[src/sv/assert_macros.svh]
// Assertion macros for the RTL of the XMODEM-CRC receiver.
`ifndef ASSERT_MACROS_SVH
`define ASSERT_MACROS_SVH

// Checks that cond holds at every clock edge outside reset.
`define ASSERT_ALWAYS(label, clk, rst_n, cond) \
    label: assert property (@(posedge clk) disable iff (!rst_n) (cond)) \
        else $error("assertion failed: label");

// Checks that cons holds in the same cycle whenever ante holds.
`define ASSERT_IMPLIES(label, clk, rst_n, ante, cons) \
    label: assert property (@(posedge clk) disable iff (!rst_n) (ante) |-> (cons)) \
        else $error("assertion failed: label");

// Checks that cons holds in the cycle after ante holds.
`define ASSERT_NEXT(label, clk, rst_n, ante, cons) \
    label: assert property (@(posedge clk) disable iff (!rst_n) (ante) |=> (cons)) \
        else $error("assertion failed: label");

`endif

[src/sv/xmcrc_pkg.sv]
// Types, protocol codes and the CRC step of the XMODEM-CRC receiver.
package xmcrc_pkg;

    typedef enum logic [2:0] {
        PH_IDLE = 3'd0,
        PH_WAIT = 3'd1,
        PH_NUM  = 3'd2,
        PH_COMP = 3'd3,
        PH_DATA = 3'd4,
        PH_CRCH = 3'd5,
        PH_CRCL = 3'd6
    } phase_t;

    typedef enum logic [1:0] {
        KIND_PAYLOAD = 2'd0,
        KIND_REPLY   = 2'd1,
        KIND_ABORT   = 2'd2
    } kind_t;

    typedef enum logic [2:0] {
        VERDICT_PAYLOAD   = 3'd0,
        VERDICT_COMMIT    = 3'd1,
        VERDICT_DUPLICATE = 3'd2,
        VERDICT_CRC_BAD   = 3'd3,
        VERDICT_END       = 3'd4,
        VERDICT_BAD_COMP  = 3'd5,
        VERDICT_ORDER     = 3'd6,
        VERDICT_START     = 3'd7
    } verdict_t;

    localparam logic       OP_BYTE  = 1'b0;
    localparam logic       OP_START = 1'b1;

    localparam logic [7:0] B_SOH = 8'h01;
    localparam logic [7:0] B_STX = 8'h02;
    localparam logic [7:0] B_EOT = 8'h04;
    localparam logic [7:0] B_ACK = 8'h06;
    localparam logic [7:0] B_NAK = 8'h15;
    localparam logic [7:0] B_C   = 8'h43;

    localparam logic [15:0] CRC_POLY = 16'h1021;
    localparam logic [8:0]  COMP_SUM = 9'd255;

    // One byte of CRC-16/XMODEM: MSB first, eight shift steps.
    function automatic logic [15:0] crc_add(input logic [15:0] crc_in,
                                            input logic [7:0]  data);
        logic [15:0] crc;
        crc = crc_in ^ {data, 8'h00};
        for (int i = 0; i < 8; i++) begin
            if (crc[15])
                crc = {crc[14:0], 1'b0} ^ CRC_POLY;
            else
                crc = {crc[14:0], 1'b0};
        end
        return crc;
    endfunction

endpackage

[src/sv/xmodem_crc_block_receiver.sv]
// XMODEM-CRC block receiver: protocol state machine, running CRC and verdicts.
//
// The block takes one received byte (or a session start) per input transaction
// and gives at most one result transaction for it: a tentative payload byte, a
// reply byte to send back to the sender (ACK, NAK or 'C'), or an abort notice,
// each tagged with a verdict and the block number concerned. Items enter an
// input register and are processed in a single pass of combinational logic
// (the phase step and an eight-step CRC-16/XMODEM byte update) into the
// output register, so the block sustains one item per clock cycle unless
// out_stall holds a result. An accepted item waits in the input register and
// its result is then loaded into the output register. The input register
// also serves as a skid stage: while a result waits on out_stall, one more
// item is still taken, and in_stall rises only when both registers are full.
// Payload bytes of a block are passed out before its verdict is known; a
// duplicate, crc-bad or aborted verdict tells the user to discard them.
`include "assert_macros.svh"

module xmodem_crc_block_receiver #(
    parameter int LARGE_BLOCK_BYTES = 1024,
    parameter int SMALL_BLOCK_BYTES = 128
) (
    input  logic       clk,
    input  logic       rst_n,

    input  logic       in_valid,
    output logic       in_stall,
    input  logic       op,
    input  logic [7:0] rx_byte,

    output logic       out_valid,
    input  logic       out_stall,
    output logic [1:0] kind,
    output logic [7:0] value,
    output logic [2:0] verdict,
    output logic [7:0] block_seq
);

    // The byte counter must reach the large block size itself.
    localparam int COUNT_W = $clog2(LARGE_BLOCK_BYTES + 1);
    localparam logic [COUNT_W-1:0] LARGE_COUNT = COUNT_W'(LARGE_BLOCK_BYTES);
    localparam logic [COUNT_W-1:0] SMALL_COUNT = COUNT_W'(SMALL_BLOCK_BYTES);

    // Protocol state.
    xmcrc_pkg::phase_t  phase_reg, phase_next;
    logic               large_reg, large_next;
    logic [COUNT_W-1:0] count_reg, count_next;
    logic [15:0]        crc_reg, crc_next;
    logic [7:0]         last_good_reg, last_good_next;
    logic [7:0]         blk_num_reg, blk_num_next;
    logic [7:0]         comp_reg, comp_next;
    logic [7:0]         crc_high_reg, crc_high_next;

    // Input register (skid stage).
    logic               stage_valid_reg, stage_valid_next;
    logic               stage_op_reg;
    logic [7:0]         stage_byte_reg;

    // Output register.
    logic               out_valid_reg, out_valid_next;
    logic [1:0]         out_kind_reg;
    logic [7:0]         out_value_reg;
    logic [2:0]         out_verdict_reg;
    logic [7:0]         out_blk_reg;

    // Result of the current pass.
    logic               res_valid;
    xmcrc_pkg::kind_t    res_kind;
    logic [7:0]         res_value;
    xmcrc_pkg::verdict_t res_verdict;
    logic [7:0]         res_blk;

    logic               advance;
    logic               fire;
    logic               in_accept;
    logic [COUNT_W-1:0] count_plus;
    logic [COUNT_W-1:0] block_size;
    logic [8:0]         comp_sum;

    // Block checks made on the CRC low byte.
    logic               comp_bad;
    logic               blk_repeat;
    logic               blk_out_of_order;
    logic               crc_mismatch;

    // The output register can take a new result when it is empty or drained.
    assign advance   = !out_valid_reg || !out_stall;
    assign fire      = stage_valid_reg && advance;
    assign in_stall  = stage_valid_reg && !advance;
    assign in_accept = in_valid && !in_stall;

    assign count_plus = count_reg + COUNT_W'(1);
    assign block_size = large_reg ? LARGE_COUNT : SMALL_COUNT;
    assign comp_sum   = {1'b0, blk_num_reg} + {1'b0, comp_reg};

    assign comp_bad         = comp_sum != xmcrc_pkg::COMP_SUM;
    assign blk_repeat       = blk_num_reg == last_good_reg;
    assign blk_out_of_order = blk_num_reg != last_good_reg + 8'd1;
    assign crc_mismatch     = {crc_high_reg, stage_byte_reg} != crc_reg;

    // Next state of the input register.
    always_comb
    begin
        if (in_accept)
            stage_valid_next = 1'b1;
        else if (advance)
            stage_valid_next = 1'b0;
        else
            stage_valid_next = stage_valid_reg;
    end

    // Protocol step for the item in the input register: next state.
    always_comb
    begin
        phase_next     = phase_reg;
        large_next     = large_reg;
        count_next     = count_reg;
        crc_next       = crc_reg;
        last_good_next = last_good_reg;
        blk_num_next   = blk_num_reg;
        comp_next      = comp_reg;
        crc_high_next  = crc_high_reg;

        if (fire) begin
            if (stage_op_reg == xmcrc_pkg::OP_START) begin
                // A start drops any block in progress and requests CRC mode.
                phase_next     = xmcrc_pkg::PH_WAIT;
                last_good_next = 8'h00;
                count_next     = '0;
                crc_next       = 16'h0000;
            end else begin
                unique case (phase_reg)
                    xmcrc_pkg::PH_WAIT:
                    begin
                        if (stage_byte_reg == xmcrc_pkg::B_EOT) begin
                            phase_next = xmcrc_pkg::PH_IDLE;
                        end else if (stage_byte_reg == xmcrc_pkg::B_SOH ||
                                     stage_byte_reg == xmcrc_pkg::B_STX) begin
                            large_next = (stage_byte_reg == xmcrc_pkg::B_STX);
                            count_next = '0;
                            crc_next   = 16'h0000;
                            phase_next = xmcrc_pkg::PH_NUM;
                        end
                    end
                    xmcrc_pkg::PH_NUM:
                    begin
                        blk_num_next = stage_byte_reg;
                        phase_next   = xmcrc_pkg::PH_COMP;
                    end
                    xmcrc_pkg::PH_COMP:
                    begin
                        comp_next  = stage_byte_reg;
                        phase_next = xmcrc_pkg::PH_DATA;
                    end
                    xmcrc_pkg::PH_DATA:
                    begin
                        crc_next = xmcrc_pkg::crc_add(crc_reg, stage_byte_reg);
                        if (count_plus == block_size) begin
                            count_next = '0;
                            phase_next = xmcrc_pkg::PH_CRCH;
                        end else begin
                            count_next = count_plus;
                        end
                    end
                    xmcrc_pkg::PH_CRCH:
                    begin
                        crc_high_next = stage_byte_reg;
                        phase_next    = xmcrc_pkg::PH_CRCL;
                    end
                    xmcrc_pkg::PH_CRCL:
                    begin
                        // Verdict checks in priority order; aborts end the transfer.
                        phase_next = xmcrc_pkg::PH_WAIT;
                        if (comp_bad) begin
                            phase_next = xmcrc_pkg::PH_IDLE;
                        end else if (blk_repeat) begin
                            phase_next = xmcrc_pkg::PH_WAIT;
                        end else if (blk_out_of_order) begin
                            phase_next = xmcrc_pkg::PH_IDLE;
                        end else if (!crc_mismatch) begin
                            last_good_next = blk_num_reg;
                        end
                    end
                    default:
                    begin
                        // Idle: bytes before a session or after its end are dropped.
                    end
                endcase
            end
        end
    end

    // Protocol step for the item in the input register: result.
    always_comb
    begin
        res_valid   = 1'b0;
        res_kind    = xmcrc_pkg::KIND_REPLY;
        res_value   = 8'h00;
        res_verdict = xmcrc_pkg::VERDICT_PAYLOAD;
        res_blk     = 8'h00;

        if (fire) begin
            if (stage_op_reg == xmcrc_pkg::OP_START) begin
                res_valid   = 1'b1;
                res_kind    = xmcrc_pkg::KIND_REPLY;
                res_value   = xmcrc_pkg::B_C;
                res_verdict = xmcrc_pkg::VERDICT_START;
            end else begin
                unique case (phase_reg)
                    xmcrc_pkg::PH_WAIT:
                    begin
                        if (stage_byte_reg == xmcrc_pkg::B_EOT) begin
                            res_valid   = 1'b1;
                            res_kind    = xmcrc_pkg::KIND_REPLY;
                            res_value   = xmcrc_pkg::B_ACK;
                            res_verdict = xmcrc_pkg::VERDICT_END;
                            res_blk     = last_good_reg;
                        end
                    end
                    xmcrc_pkg::PH_DATA:
                    begin
                        res_valid   = 1'b1;
                        res_kind    = xmcrc_pkg::KIND_PAYLOAD;
                        res_value   = stage_byte_reg;
                        res_verdict = xmcrc_pkg::VERDICT_PAYLOAD;
                        res_blk     = blk_num_reg;
                    end
                    xmcrc_pkg::PH_CRCL:
                    begin
                        res_valid = 1'b1;
                        res_blk   = blk_num_reg;
                        if (comp_bad) begin
                            res_kind    = xmcrc_pkg::KIND_ABORT;
                            res_verdict = xmcrc_pkg::VERDICT_BAD_COMP;
                        end else if (blk_repeat) begin
                            res_kind    = xmcrc_pkg::KIND_REPLY;
                            res_value   = xmcrc_pkg::B_ACK;
                            res_verdict = xmcrc_pkg::VERDICT_DUPLICATE;
                        end else if (blk_out_of_order) begin
                            res_kind    = xmcrc_pkg::KIND_ABORT;
                            res_verdict = xmcrc_pkg::VERDICT_ORDER;
                        end else if (crc_mismatch) begin
                            res_kind    = xmcrc_pkg::KIND_REPLY;
                            res_value   = xmcrc_pkg::B_NAK;
                            res_verdict = xmcrc_pkg::VERDICT_CRC_BAD;
                        end else begin
                            res_kind    = xmcrc_pkg::KIND_REPLY;
                            res_value   = xmcrc_pkg::B_ACK;
                            res_verdict = xmcrc_pkg::VERDICT_COMMIT;
                        end
                    end
                    default:
                    begin
                        // Header, number, complement and CRC high bytes give no result.
                    end
                endcase
            end
        end
    end

    // The output register loads whenever it may advance.
    always_comb
    begin
        if (advance)
            out_valid_next = fire && res_valid;
        else
            out_valid_next = out_valid_reg;
    end

    always_ff @(posedge clk or negedge rst_n)
    begin
        if (!rst_n) begin
            phase_reg       <= xmcrc_pkg::PH_IDLE;
            large_reg       <= 1'b0;
            count_reg       <= '0;
            crc_reg         <= 16'h0000;
            last_good_reg   <= 8'h00;
            blk_num_reg     <= 8'h00;
            comp_reg        <= 8'h00;
            crc_high_reg    <= 8'h00;
            stage_valid_reg <= 1'b0;
            out_valid_reg   <= 1'b0;
        end else begin
            phase_reg       <= phase_next;
            large_reg       <= large_next;
            count_reg       <= count_next;
            crc_reg         <= crc_next;
            last_good_reg   <= last_good_next;
            blk_num_reg     <= blk_num_next;
            comp_reg        <= comp_next;
            crc_high_reg    <= crc_high_next;
            stage_valid_reg <= stage_valid_next;
            out_valid_reg   <= out_valid_next;
        end
    end

    // Payload registers carry no reset.
    always_ff @(posedge clk)
    begin
        if (in_accept) begin
            stage_op_reg   <= op;
            stage_byte_reg <= rx_byte;
        end
        if (fire && res_valid) begin
            out_kind_reg    <= res_kind;
            out_value_reg   <= res_value;
            out_verdict_reg <= res_verdict;
            out_blk_reg     <= res_blk;
        end
    end

    assign out_valid = out_valid_reg;
    assign kind      = out_kind_reg;
    assign value     = out_value_reg;
    assign verdict   = out_verdict_reg;
    assign block_seq = out_blk_reg;

    // A payload result always carries the payload verdict.
    `ASSERT_IMPLIES(a_payload_verdict, clk, rst_n,
        out_valid && kind == xmcrc_pkg::KIND_PAYLOAD,
        verdict == xmcrc_pkg::VERDICT_PAYLOAD)
    // Input is held off only while a result is waiting downstream.
    `ASSERT_IMPLIES(a_stall_cause, clk, rst_n, in_stall, out_valid_reg && out_stall)
    // A held item in the skid stage is not lost.
    `ASSERT_NEXT(a_stage_hold, clk, rst_n, stage_valid_reg && !advance, stage_valid_reg)
    // The byte counter only runs inside the payload phase.
    `ASSERT_IMPLIES(a_count_in_data, clk, rst_n,
        phase_reg != xmcrc_pkg::PH_DATA, count_reg == '0)

endmodule
[config.mk]
export PLATFORM = sky130hd
export DESIGN_NAME = xmodem_crc_block_receiver
export DESIGN_NICKNAME = d
export VERILOG_FILES = /design/src/sv/xmcrc_pkg.sv /design/src/sv/xmodem_crc_block_receiver.sv
export VERILOG_INCLUDE_DIRS = /design/src /design/src/sv
export SDC_FILE = /design/constraint.sdc
export NUM_CORES = 1
export LEC_CHECK = 0
export ABC_CLOCK_PERIOD_IN_PS = 5000
export BUFFER_PORTS_ARGS = -buffer_cell sky130_fd_sc_hd__buf_2
export CORE_MARGIN = 2
export CORE_UTILIZATION = 40
export DETAILED_ROUTE_END_ITERATION = 16
export SLEW_MARGIN = 40
export SYNTH_ARGS = -nofsm -noshare
export SYNTH_HDL_FRONTEND = slang
export SYNTH_SLANG_ARGS = --single-unit
[constraint.sdc]
create_clock -name clk -period 5 [get_ports clk]
set_clock_uncertainty 0.1 [all_clocks]
set_input_delay 1 -clock clk [delete_from_list [all_inputs] [get_ports clk]]
set_output_delay 1 -clock clk [all_outputs]
set_load 0.1 [all_outputs]
-- Yosys cells after proc, flatten, opt, wreduce, memory -nomap -nowiden
Index checks and enable logic that the tools add are counted.
- $add $sub $neg: 3
- equal/unequal tests: 22
- multiplexer cells: 79
- bitwise gates (word level): 12
- reduce and logical (&&, ||, !) cells: 23
- operators by type and width (operator ; count):
    $mux W16 ; 24
    $mux W13 ; 8
    $mux W8 ; 7
    $mux W11 ; 5
    $pmux W16 S2 ; 1
    $mux W3 ; 10
    $not A3 Y3 ; 8
    $pmux W8 S3 ; 1
    $pmux W11 S2 ; 1
    $mux W5 ; 4
    $pmux W3 S6 ; 1
    $ne A16 B16 Y1 ; 1
    $pmux W8 S2 ; 1
    $xor A16 B16 Y16 ; 1
    $add A11 B1 Y11 const B ; 1
    $eq A11 B11 Y1 ; 1
    $add A8 B8 Y9 ; 1
    $eq A3 B3 Y1 const B ; 3
    $ne A3 B3 Y1 const B ; 3
    $ne A9 B8 Y1 const B ; 1
    $reduce_and A3 Y1 ; 3
    $add A8 B1 Y8 const B ; 1
    $eq A8 B1 Y1 const B ; 1
    $eq A8 B2 Y1 const B ; 1
    other kinds (24) ; 50
- register bits after elaboration: 95
- bits of input ports: 13
- output and inout bits: 23
- word-level logic and storage cells: 156

-- Depth between registers and ports, before layout
- word-level depth: 40
- depth in mapped cells: 10
- depth with buffers taken out: 10

-- Worst setup path before layout
Ideal clock, no wire load.
- path kind: register to output
- start point: register out_valid_reg (netlist: out_valid)
- end point: output in_stall
- arrival: 1.799 ns
- required time: 3.900 ns
- path slack: 2.101 ns
- cell stages (with the launch flop): 3
- path buffers: 0
- cells stage by stage: dfrtp_1 nand3_1 inv_1
- word-level cells in the longest chain between the ends: 4
- ends and longest elaborated chain (what ; line ; source):
    from (decl) ; xmodem_crc_block_receiver.sv:59 ; logic out_valid_reg, out_valid_next;
    from (signal assigned) ; xmodem_crc_block_receiver.sv:292 ; out_valid_reg <= out_valid_next;
    $logic_not A1 Y1 ; xmodem_crc_block_receiver.sv:86 ; assign advance = !out_valid_reg || !out_stall;
    $logic_or A1 B1 Y1 ; xmodem_crc_block_receiver.sv:86 ;
    $logic_not A1 Y1 ; xmodem_crc_block_receiver.sv:88 ; assign in_stall = stage_valid_reg && !advance;
    $logic_and A1 B1 Y1 ; xmodem_crc_block_receiver.sv:88 ;
    to (decl) ; xmodem_crc_block_receiver.sv:26 ; output logic in_stall,
No other way between the ends.

-- Worst setup path in the final report
- start point: register blk_num_reg[0]
- end point: register last_good_reg[4]
- word-level cells in the longest chain between the ends: 4
- elaborated cells between the ends (all ways): 8
- those cells by class: add/sub: 1; eq/ne: 6; reduce/logical: 1
- ends and longest elaborated chain (what ; line ; source):
    from (decl) ; xmodem_crc_block_receiver.sv:49 ; logic [7:0] blk_num_reg, blk_num_next;
    from (signal assigned) ; xmodem_crc_block_receiver.sv:288 ; blk_num_reg <= blk_num_next;
    $add A8 B8 Y9 ; xmodem_crc_block_receiver.sv:93 ; assign comp_sum = {1'b0, blk_num_reg} + {1'b0, comp_reg};
    $ne A9 B8 Y1 ; xmodem_crc_block_receiver.sv:95 ; assign comp_bad = comp_sum != xmcrc_pkg::COMP_SUM;
    $ne A2 B2 Y1 (no source line) ; - ;
    $reduce_and A6 Y1 (no source line) (*) ; - ;
    to (signal assigned) ; xmodem_crc_block_receiver.sv:287 ; last_good_reg <= last_good_next;
    to (decl) ; xmodem_crc_block_receiver.sv:48 ; logic [7:0] last_good_reg, last_good_next;
Every way passes the cells marked *; elsewhere a longest branch is shown, timed or not.
A chain may end at the register's enable or synchronous reset.

==> impl_metrics.json <==
{
  "drt_pass1_iterations": 4,
  "crit_fanout": 8,
  "core_region_area_um2": 12600,
  "fillers": 1218,
  "critPathSlowestCell": "nor4_2",
  "cp_data_arrival_time_ns": 3.51,
  "worst_hold_slack_ns": 0.407,
  "drv_cap": 0,
  "hold_viol": 0,
  "cts_setup_buffers": 0,
  "synthArstFlopShare": 0.684,
  "dp_hpwl_mm": 8.17,
  "synth_edf_count": 30,
  "h-tree-depth": 3,
  "grt_pass1_vias": 3717,
  "cts.reportedPaths.clkPinSlew_ns": 0.07,
  "path_cells": "ha_1 > inv_1 > fa_1 > a211oi_1 > nand2_1 > nor4_1 > o2111ai_1 > or2_2 > nor4_2 > a32o_1",
  "hold_class": "reg -> reg",
  "fp.dieW_um": 118,
  "ys_ff_latch": 95,
  "finalWeightedCongestion": 0.849,
  "vias": 3790,
  "start_util": 0.409,
  "placed_area_um2": 5490,
  "worst_slew_pin_slew_ns": 0.734,
  "grt_overflow": 0,
  "antenna_cells": 0,
  "clock-sinks": 95,
  "p_per_area_nw_per_um2": 478,
  "routed_wirelength_mm": 11.5,
  "synth.avg_cell_area_um2": 10.5,
  "slowest_delay_ns": 0.52,
  "port_buffers": 35,
  "yosysSeqAreaShare": 0.490,
  "place_inst": 674,
  "p_comb_frac": 0.346,
  "instances_no_fill": 690,
  "final_net_count": 537,
  "worstSetupStartpoint": "blk_num_reg[0]",
  "synthTopCellsByCount": "65 x dfrtp_1, 52 x nand2_1, 44 x xnor2_1",
  "syn_inst": 489,
  "synth_most_common_cell": "dfrtp_1",
  "start_kind": "flop",
  "die_y_um": 118,
  "setup_ws_ns": 1.67,
  "final_max_slew_viol_count": 0,
  "drc": 0,
  "design_area_um2": 5780,
  "num_rows": 41,
  "grt_use_total": 0.175,
  "grt_pass1_wl_mm": 19.2,
  "yosys.area.top_type": "dfrtp_1",
  "syn_to_final_growth_pct": 12.0,
  "fin_crit_sh": 0.667,
  "grt_max_degree": 49,
  "synth.distinct_cells": 63,
  "synth.cell_area_um2": 5160,
  "largest_reg_flops": 16,
  "setup_viol": 0,
  "switching_share": 0.376,
  "ios": 36,
  "die-area_um2": 13800,
  "insertion_delay_ns": 0.35,
  "worstHoldStart": "comp_reg[0]",
  "cts_tree": "done",
  "cellLeakagePower_nw": 2.21,
  "clockPowerShare": 0.240,
  "totalNegativeSetupSlack_ns": 0,
  "cp.required_ns": 5.18,
  "max_freq_mhz": 300,
  "p_switching_mw": 1.04,
  "final_antenna_net_count": 0,
  "avgRoutedWirePerCell_um": 16.7,
  "cts_buffers": 9,
  "rsz0062_at_grt": "false",
  "yosys.area.top_type_share": 0.315,
  "drive_gt1_frac": 0.174,
  "cts_resized": 0,
  "relSlewSlack": 0.509,
  "hold_buffers": 0,
  "clock_path_buffers": 2,
  "outcome": "finished clean",
  "synth.net_count": 513,
  "drt_iter0_markers": 201,
  "vias_per_cell": 5.49,
  "worstSetupPathType": "reg -> reg",
  "antenna_found_initial": 0,
  "cp-end-kind": "flop",
  "min_period_ns": 3.33,
  "r2r_start": "blk_num_reg[0]",
  "ys_warn_count": 0,
  "cts-root-buf": "clkbuf_16",
  "synth_top_flop_cell": "dfrtp_1",
  "ys_top_cells_by_area": "dfrtp_1 32%, edfxtp_1 17%, xnor2_1 7.5%",
  "dpl_worst_slack_ns": 1.72,
  "p_seq_frac": 0.413,
  "p_int_mw": 1.72,
  "vdd.ir_drop.worst_v": 0.000235
}
## area by class of cell
class	count	area, µm²	share of cell area
multi-input cells	359	2500	0.433
well taps	172	215	0.0373
clock buffers	14	275	0.0476
repair buffers	40	215	0.0373
inverters	8	30.0	0.00520
clock inverters	2	12.5	0.00217
flip-flops and latches	95	2530	0.438
## layer usage
layer	track usage	wire length, µm	up-vias
met3	0.0315	464	17
met5	0	0	-
li1	-	-	1824
met4	0.0693	225	0
met1	0.246	5600	1858
met2	0.271	5250	91
## cell families after synthesis
| logic type | after synthesis | share of synthesized area |
|---|---|---|
| XOR/XNOR | 57 | 0.0968 |
| AO/OA/AOI/OAI | 106 | 0.141 |
| multiplexers | 26 | 0.0565 |
| buffers and inverters | 35 | 0.0284 |
| AND/OR/NAND/NOR | 159 | 0.158 |
| adder cells (fa/ha/maj) | 11 | 0.0281 |
| flip-flops | 95 | 0.490 |
## through the flow
step,power (mW),utilization
floorplan,1.89,-
global placement,2.08,0.434
global route,2.93,0.458
detailed placement,2.11,0.435
finish,2.76,0.458
CTS,2.78,0.458
## path summary, 6_finish.rpt
path | endpoint | slack [ns] | depth (start not counted)
min in group asynchronous | comp_reg[5] | 0.51 | 1
hold / removal | comp_reg[0] | 0.41 | 1
setup reg to reg | last_good_reg[4] | 1.67 | 10
hold reg to reg | comp_reg[0] | 0.41 | 1
max in group asynchronous | crc_reg[12] | 3.51 | 2
setup / recovery | last_good_reg[4] | 1.67 | 10
## worst max-delay path, delay by kind of cell (launching register included)
family | cells | cell delay (ns)
AOI/OAI and AO/OA | 3 | 0.71
buffers and inverters | 1 | 0.07
adders and majority gates | 2 | 0.65
DFF | 1 | 0.43
and+or+nand+nor | 4 | 1.31
## power by group through the flow
stage / combinational [mW] / sequential, mW / clock [mW]
after floorplan: 0.688 / 1.20 / 0
after global placement: 0.938 / 1.15 / 0
after detailed placement: 0.954 / 1.15 / 0
after CTS: 0.960 / 1.14 / 0.685
after global routing: 1.06 / 1.16 / 0.709
final: 0.955 / 1.14 / 0.663
## cells in the final DEF (no fill, tap or decap), drive strengths merged, types with 13 or more instances in the layout
cell and n:
mux2 25, xnor2 44, xor2 13, clkbuf 14, o31ai 17, nor2 31
a21oi 18, buf 40, dfrtp 65, o21ai 25, edfxtp 30, nand2 53
nand3 15
No activity file was read; power rests on OpenSTA's default activity.
